**src/rtl/core/assert_macros.svh**
```systemverilog
// Assertion macros used by row_log_sum_exp, the only asserting RTL file.
// No dependencies.
`ifndef ASSERT_MACROS_SVH
`define ASSERT_MACROS_SVH
`define ASSERT_IMPLIES(label, a, b) \
    label: assert property (@(posedge clk) disable iff (!rst_n) (a) |-> (b)) \
        else $error("assertion failed");
`define ASSERT_NEXT(label, a, b) \
    label: assert property (@(posedge clk) disable iff (!rst_n) (a) |=> (b)) \
        else $error("assertion failed");
`endif

```
**src/rtl/core/rlse_pkg.sv**
```systemverilog
// Package for the row log-sum-exp block: constants, state codes, tables.
// No dependencies.
package rlse_pkg;
    localparam int MAX_ROW_LEN = 1024;
    localparam int AW = $clog2(MAX_ROW_LEN);
    localparam int CW = $clog2(MAX_ROW_LEN + 1);
    localparam logic [31:0] LOG2E_Q30 = 32'h5C55_1D95;
    localparam logic [31:0] LN2_Q32 = 32'hB172_17F8;
    localparam logic [47:0] SUM_MAX = 48'hFFFF_FFFF_FFFF;

    typedef enum logic [2:0] {
        ST_LOAD, ST_READ, ST_EXP, ST_NORM, ST_LOG, ST_LN, ST_DONE
    } state_t;

    typedef struct packed {
        logic        start;
        logic        neg_inf;
        logic [31:0] u;
    } exp_req_t;

    typedef struct packed {
        logic        done;
        logic [32:0] term;
    } exp_rsp_t;

    function automatic logic [32:0] pow_tab(input logic [4:0] j);
        logic [32:0] r;
        case (j)
            5'd0:  r = 33'h080000000;
            5'd1:  r = 33'h0B504F333;
            5'd2:  r = 33'h0D744FCCA;
            5'd3:  r = 33'h0EAC0C6E7;
            5'd4:  r = 33'h0F5257D15;
            5'd5:  r = 33'h0FA83B2DB;
            5'd6:  r = 33'h0FD3E0C0C;
            5'd7:  r = 33'h0FE9E115C;
            5'd8:  r = 33'h0FF4ECB59;
            5'd9:  r = 33'h0FFA756B2;
            5'd10: r = 33'h0FFD3A751;
            5'd11: r = 33'h0FFE9D2B2;
            5'd12: r = 33'h0FFF4E8DE;
            5'd13: r = 33'h0FFFA7470;
            5'd14: r = 33'h0FFFD3A37;
            5'd15: r = 33'h0FFFE9D1B;
            5'd16: r = 33'h0FFFF4E8D;
            default: r = 33'h100000000;
        endcase
        return r;
    endfunction
endpackage

```
**src/rtl/core/rlse_exp.sv**
```systemverilog
// Iterative fixed-point exp(-u) unit, one fraction bit per cycle.
// Depends on rlse_pkg.
module rlse_exp
    import rlse_pkg::*;
(
    input  logic     clk,
    input  logic     rst_n,
    input  exp_req_t req,
    output exp_rsp_t rsp
);
    logic        busy_reg, busy_next;
    logic [4:0]  bit_reg, bit_next;
    logic [32:0] r_reg, r_next;
    logic [15:0] f_reg, f_next;
    logic [15:0] k_reg, k_next;
    logic        zero_reg, zero_next;
    logic [63:0] t_full;
    logic [65:0] prod;
    logic [32:0] shifted;

    assign t_full = {32'd0, req.u} * {32'd0, LOG2E_Q30} + 64'h2000_0000;
    assign prod = {33'd0, r_reg} * {33'd0, pow_tab(5'd16 - bit_reg)};
    assign shifted = r_reg >> k_reg[5:0];

    always_comb
    begin
        busy_next = busy_reg;
        bit_next = bit_reg;
        r_next = r_reg;
        f_next = f_reg;
        k_next = k_reg;
        zero_next = zero_reg;
        rsp.done = 1'b0;
        rsp.term = 33'd0;
        if (req.start)
        begin
            busy_next = 1'b1;
            bit_next = 5'd0;
            r_next = 33'h100000000;
            f_next = t_full[45:30];
            k_next = t_full[61:46];
            zero_next = req.neg_inf || (req.u >= 32'h0018_0000);
        end
        else if (busy_reg)
        begin
            if (bit_reg == 5'd16)
            begin
                busy_next = 1'b0;
                rsp.done = 1'b1;
                rsp.term = (zero_reg || k_reg >= 16'd33) ? 33'd0 : shifted;
            end
            else
            begin
                if (f_reg[bit_reg[3:0]])
                begin
                    r_next = prod[64:32];
                end
                bit_next = bit_reg + 5'd1;
            end
        end
    end

    always_ff @(posedge clk or negedge rst_n)
    begin
        if (!rst_n)
        begin
            busy_reg <= 1'b0;
        end
        else
        begin
            busy_reg <= busy_next;
        end
    end

    always_ff @(posedge clk)
    begin
        bit_reg <= bit_next;
        r_reg <= r_next;
        f_reg <= f_next;
        k_reg <= k_next;
        zero_reg <= zero_next;
    end
endmodule
```
**config.mk**
```make
export PLATFORM = sky130hd
export DESIGN_NAME = rlse_exp
export DESIGN_NICKNAME = d
export VERILOG_FILES = /design/src/rtl/core/assert_macros.svh /design/src/rtl/core/rlse_pkg.sv /design/src/rtl/core/rlse_exp.sv
export SDC_FILE = /design/constraint.sdc
export NUM_CORES = 2
export LEC_CHECK = 0
export BUFFER_PORTS_ARGS = -buffer_cell sky130_fd_sc_hd__buf_2
export CAP_MARGIN = 10
export CORE_UTILIZATION = 41
export DETAILED_ROUTE_END_ITERATION = 6
export PLACE_DENSITY = 0.55
export SYNTH_ARGS = -nofsm -noshare
export SYNTH_HDL_FRONTEND = slang
export SYNTH_SLANG_ARGS = --single-unit
```
**constraint.sdc**
```tcl
create_clock -name clk -period 30.5 [get_ports clk]
set_clock_uncertainty 0.05 [all_clocks]
set_input_delay 6.1 -clock clk [delete_from_list [all_inputs] [get_ports clk]]
set_output_delay 6.1 -clock clk [all_outputs]
set_load 0.02 [all_outputs]
```
# After elaboration in Yosys (flattened, before gate mapping)
# Memory sizes are Yosys's and may differ from the RTL's.
# Cells that the tools add are included.
[classes] n_mux=9 add_sub_neg=3 n_mul=2 reduce_logical=4 n_lt_le_gt_ge=3 shifts=1 bitwise=1 eq_ne=1
[op_table] cell="34-bit two-way mux" n=3
[op_table] cell="33-bit by 33-bit multiplier with 65-bit output" n=1
[op_table] cell="62-bit by 30-bit adder with 62-bit output, second input constant" n=1
[op_table] cell="32-bit by 31-bit multiplier with 62-bit output, second input constant" n=1
[op_table] cell="33-bit two-way mux" n=1
[op_table] cell="33-bit by 6-bit >> shifter with 33-bit output" n=1
[op_table] cell="32-bit by 21-bit >= comparator with 1-bit output, second input constant" n=1
[op_table] cell="16-bit by 6-bit >= comparator with 1-bit output, second input constant" n=1
[op_table] cell="5-bit by 1-bit adder with 5-bit output, second input constant" n=1
[op_table] cell="5-bit equality test, second input constant" n=1
[op_table] cell="4-bit by 5-bit less-than comparator with 1-bit output, second input constant" n=1
[op_table] cell="5-bit subtractor, first input constant" n=1
[op_table] cell="1-bit binary-select mux with 4-bit select" n=1
[op_table] cell="1-bit two-way mux" n=4
[op_table] cell="3-bit AND reduction" n=1
[op_table] cell="1-bit logical OR" n=2
[op_table] cell="2-bit AND reduction" n=1
[op_table] cell="1-bit NOT" n=1
[totals] ff_bits=72 mem_bits_ro=1056 n_memories=1 inputBits=36
[mem_list] memory="(name not given)" depth=32 width=33 read_ports=1 rd_ports_with_merged_regs=0 write_ports=0 line="rlse_pkg.sv:28" text="case (j)"

# Longest topological paths before layout
[depth] word_depth=6 ltp_mapped=41

# Least setup slack after synthesis
# No wires, ideal clock.
[synth_path] path_kind="input to output" startpoint="input port req[33] (netlist name)" endpoint="output port rsp[25] (netlist name)" slack_ns=16.722 arrival_time_ns=7.628 stages=7 path_cell_list="inv_1 -> and3_1 -> nand4_1 -> or3_1 -> clkbuf_1 -> nand2b_1 -> nor2_1"
[synth_rtl] element="from (decl)" line="rlse_exp.sv:8" text="input exp_req_t req,"
[synth_rtl] element="to (decl)" line="rlse_exp.sv:9" text="output exp_rsp_t rsp"

==> metrics.md <==
| Metric | Value |
|---|---|
| Mapped cell area | `56,300 sq um` |
| Final hold violations | `0` |
| Largest net degree at the start of global routing | `65` |
| Area grow syn2layout | `5.37%` |
| Fillers | `13,500` |
| CP endpoint kind | `primary output` |
| Crit path buf inv count | `3` |
| DRC Markers | `0` |
| Clk slew on worst S/H paths | `0.06 ns` |
| DR pass1 iterations | `6` |
| Most common cell in the netlist | `inv_1` |
| Skew-Pair Late Insertion Delay | `0.36 ns` |
| Multi-input gate area | `47,600 sq um` |
| Final Critical Period | `14.65 ns` |
| Overall Global Routing Usage | `28.4%` |
| Initial antenna violation count | `12` |
| Main synth FF type | `dfxtp_1` |
| Rows | `135` |
| Die height | `373 microns` |
| Initial Util | `41.5%` |
| DRT antenna net count | `0` |
| Seq cells post-synth | `72` |
| Crit Path Category | `in2out` |
| Worst-path cell chain | `buf_2 -> inv_1 -> and3_1 -> nand4_1 -> or3_1 -> nand2b_1 -> nor2_1 -> buf_2` |
| Setup TNS | `0 ns` |
| First-pass GRT wire length | `290,000 microns` |
| RSZ-0062 raised after global routing | `no` |
| Seq. cell area | `1780 sq um` |
| Mapped Cells | `6,223` |
| Yosys top cell area share | `47.8%` |
| Total wire length | `190,000 microns` |
| HP Class | `reg2reg` |
| Clock sinks | `72` |
| Most instantiated cells after synthesis | `inv_1 (1,628), fa_1 (1,344), ha_1 (694)` |
| Crit share post-route | `48.0%` |
| Cell family with most CP delay | `simple AND/OR/NAND/NOR gates` |
| Max stage delay cell, worst path | `or3_1` |
| Critical Path Fanout Max | `20` |
| Number of global-route vias before repair | `45,100` |
| Leading area contributor after synthesis | `fa_1` |
| Post-synth EDFFs | `33` |
| Io pins | `70` |
| CP Data Arrival Time | `8.50 ns` |
| Final setup viols | `0` |
| Number of max-cap violations | `0` |
| Max Fclk | `68.3 MHz` |
| Post-synth ARST share | `1.39%` |
| Layout Nets | `8,240` |
| Worst slew pin tran | `1.28 ns` |
| Die W | `373 microns` |
| Synth warn | `0` |
| PortBufs | `69` |
| Global placement routability congestion | `0.957` |
| Avg Cell Area, Syn | `9.05 sq um` |
| Core ar. | `136,000 sq um` |
| H-Tree Depth | `3` |
| Cts repair resizes | `0` |
| WL/cell | `23.9 microns` |
| Starting DRT DRC Count | `3,529` |
| Share of cells above drive strength 1 | `4.72%` |
| Post-CTS Setup Inserts | `0` |
| Post-synth net total | `8,297` |
| Register area share after synthesis | `3.16%` |
| Max reg flops | `33` |
| Critical Path RT | `24.35 ns` |
| Crit path largest cell delay | `0.55 ns` |
| Die Area | `139,000 sq um` |
| Vias | `42,400` |
| Gr ovfl total | `0` |
| Post-DP HPWL | `155,000 microns` |
| Clk root buf | `clkbuf_16` |
| Crit path launch type | `input port` |
| Most area-consuming cells after synthesis | `fa_1 (48%), ha_1 (15%), inv_1 (11%)` |
| CTS tree | `built` |
| Most frequent CP cell | `buf_2` |
| Longest Clk Path Bufs | `2` |
| CTS Hold Bufs | `0` |
| Unique masters post-synth | `82` |
| Vias per inst | `5.32` |
| Slew headroom | `14.3%` |
| Final Max Tran Viols | `0` |
| Total clock buffers created by CTS | `9` |
| Status | `complete, no violations` |
## worst min-delay path: cells and delay by family (launching register included)
| family | cells | cell delay [ns] |
|---|---|---|
| AND/OR/NAND/NOR | 1 | 0.08 |
| flip-flops | 1 | 0.35 |
| XOR/XNOR | 1 | 0.07 |
## placed cells by master, fill, tap and decap left out, types with 45 or more instances in the layout
master / Yosys / final
a21o_1: 56 / 56
buf_4: 0 / 116
and2_1: 246 / 246
buf_2: 3 / 69
ha_1: 694 / 693
fa_1: 1344 / 1344
o21ai_0: 86 / 85
xnor2_1: 45 / 45
a21oi_1: 136 / 134
nand2_1: 668 / 667
nor2_1: 472 / 466
inv_1: 1628 / 1628
## cell type report
type                       instances  area share, %
multi-input combinational       4250           80.2
inverter                        1648           10.4
tap                             1781           3.76
sequential                        72           2.99
timing repair buffer             185           2.05
clock buffer                       9          0.380
clock inverter                     7          0.173
antenna                            7         0.0295
## cells by family after synthesis
| logic type | after synthesis | synth area share (%) |
|---|---|---|
| xor+xnor | 67 | 1.04 |
| buf+inv | 1901 | 12.7 |
| fa+ha+maj | 2038 | 63.2 |
| simple gates | 1616 | 12.9 |
| flops | 72 | 3.16 |
| compound gates | 463 | 5.31 |
| mux | 66 | 1.72 |
## layer usage
| layer | vias up | wire length [microns] | global-route usage [%] |
|---|---|---|---|
| li1 | 18500 | - | - |
| met1 | 22000 | 81100 | 40.0 |
| met5 | - | 11 | 0 |
| met3 | 285 | 16100 | 4.87 |
| met2 | 1636 | 86400 | 45.0 |
| met4 | 2 | 6840 | 8.09 |
## path summary, 6_finish.rpt
path,start,slack [ns],cells past startpoint,endpoint
worst max-delay path,req[33],15.85,8,rsp[27]
worst min-delay path,bit_reg[4],0.48,2,bit_reg[4]
worst max register to register,bit_reg[3],17.56,31,r_reg[30]
worst min register to register,bit_reg[4],0.48,2,bit_reg[4]
max in group asynchronous,rst_n,24.74,1,busy_reg
min in group asynchronous,rst_n,5.51,1,busy_reg
## per-stage QoR
stage	std cells	setup slack, ns	hold WS [ns]	util, %	area [sq um]
2_1_floorplan	6223	16.72	0.435	-	56300
3_3_place_gp	7936	15.82	0.457	43.4	59000
3_5_place_dp	7936	15.83	0.473	43.4	59000
4_1_cts	7952	15.82	0.490	43.7	59300
5_1_grt	7952	15.72	0.516	43.7	59300
6_report	7959	15.85	0.482	43.7	59300
Power is not shown: default switching activity piles up to over one toggle a cycle in this logic, so the estimate is an artifact.
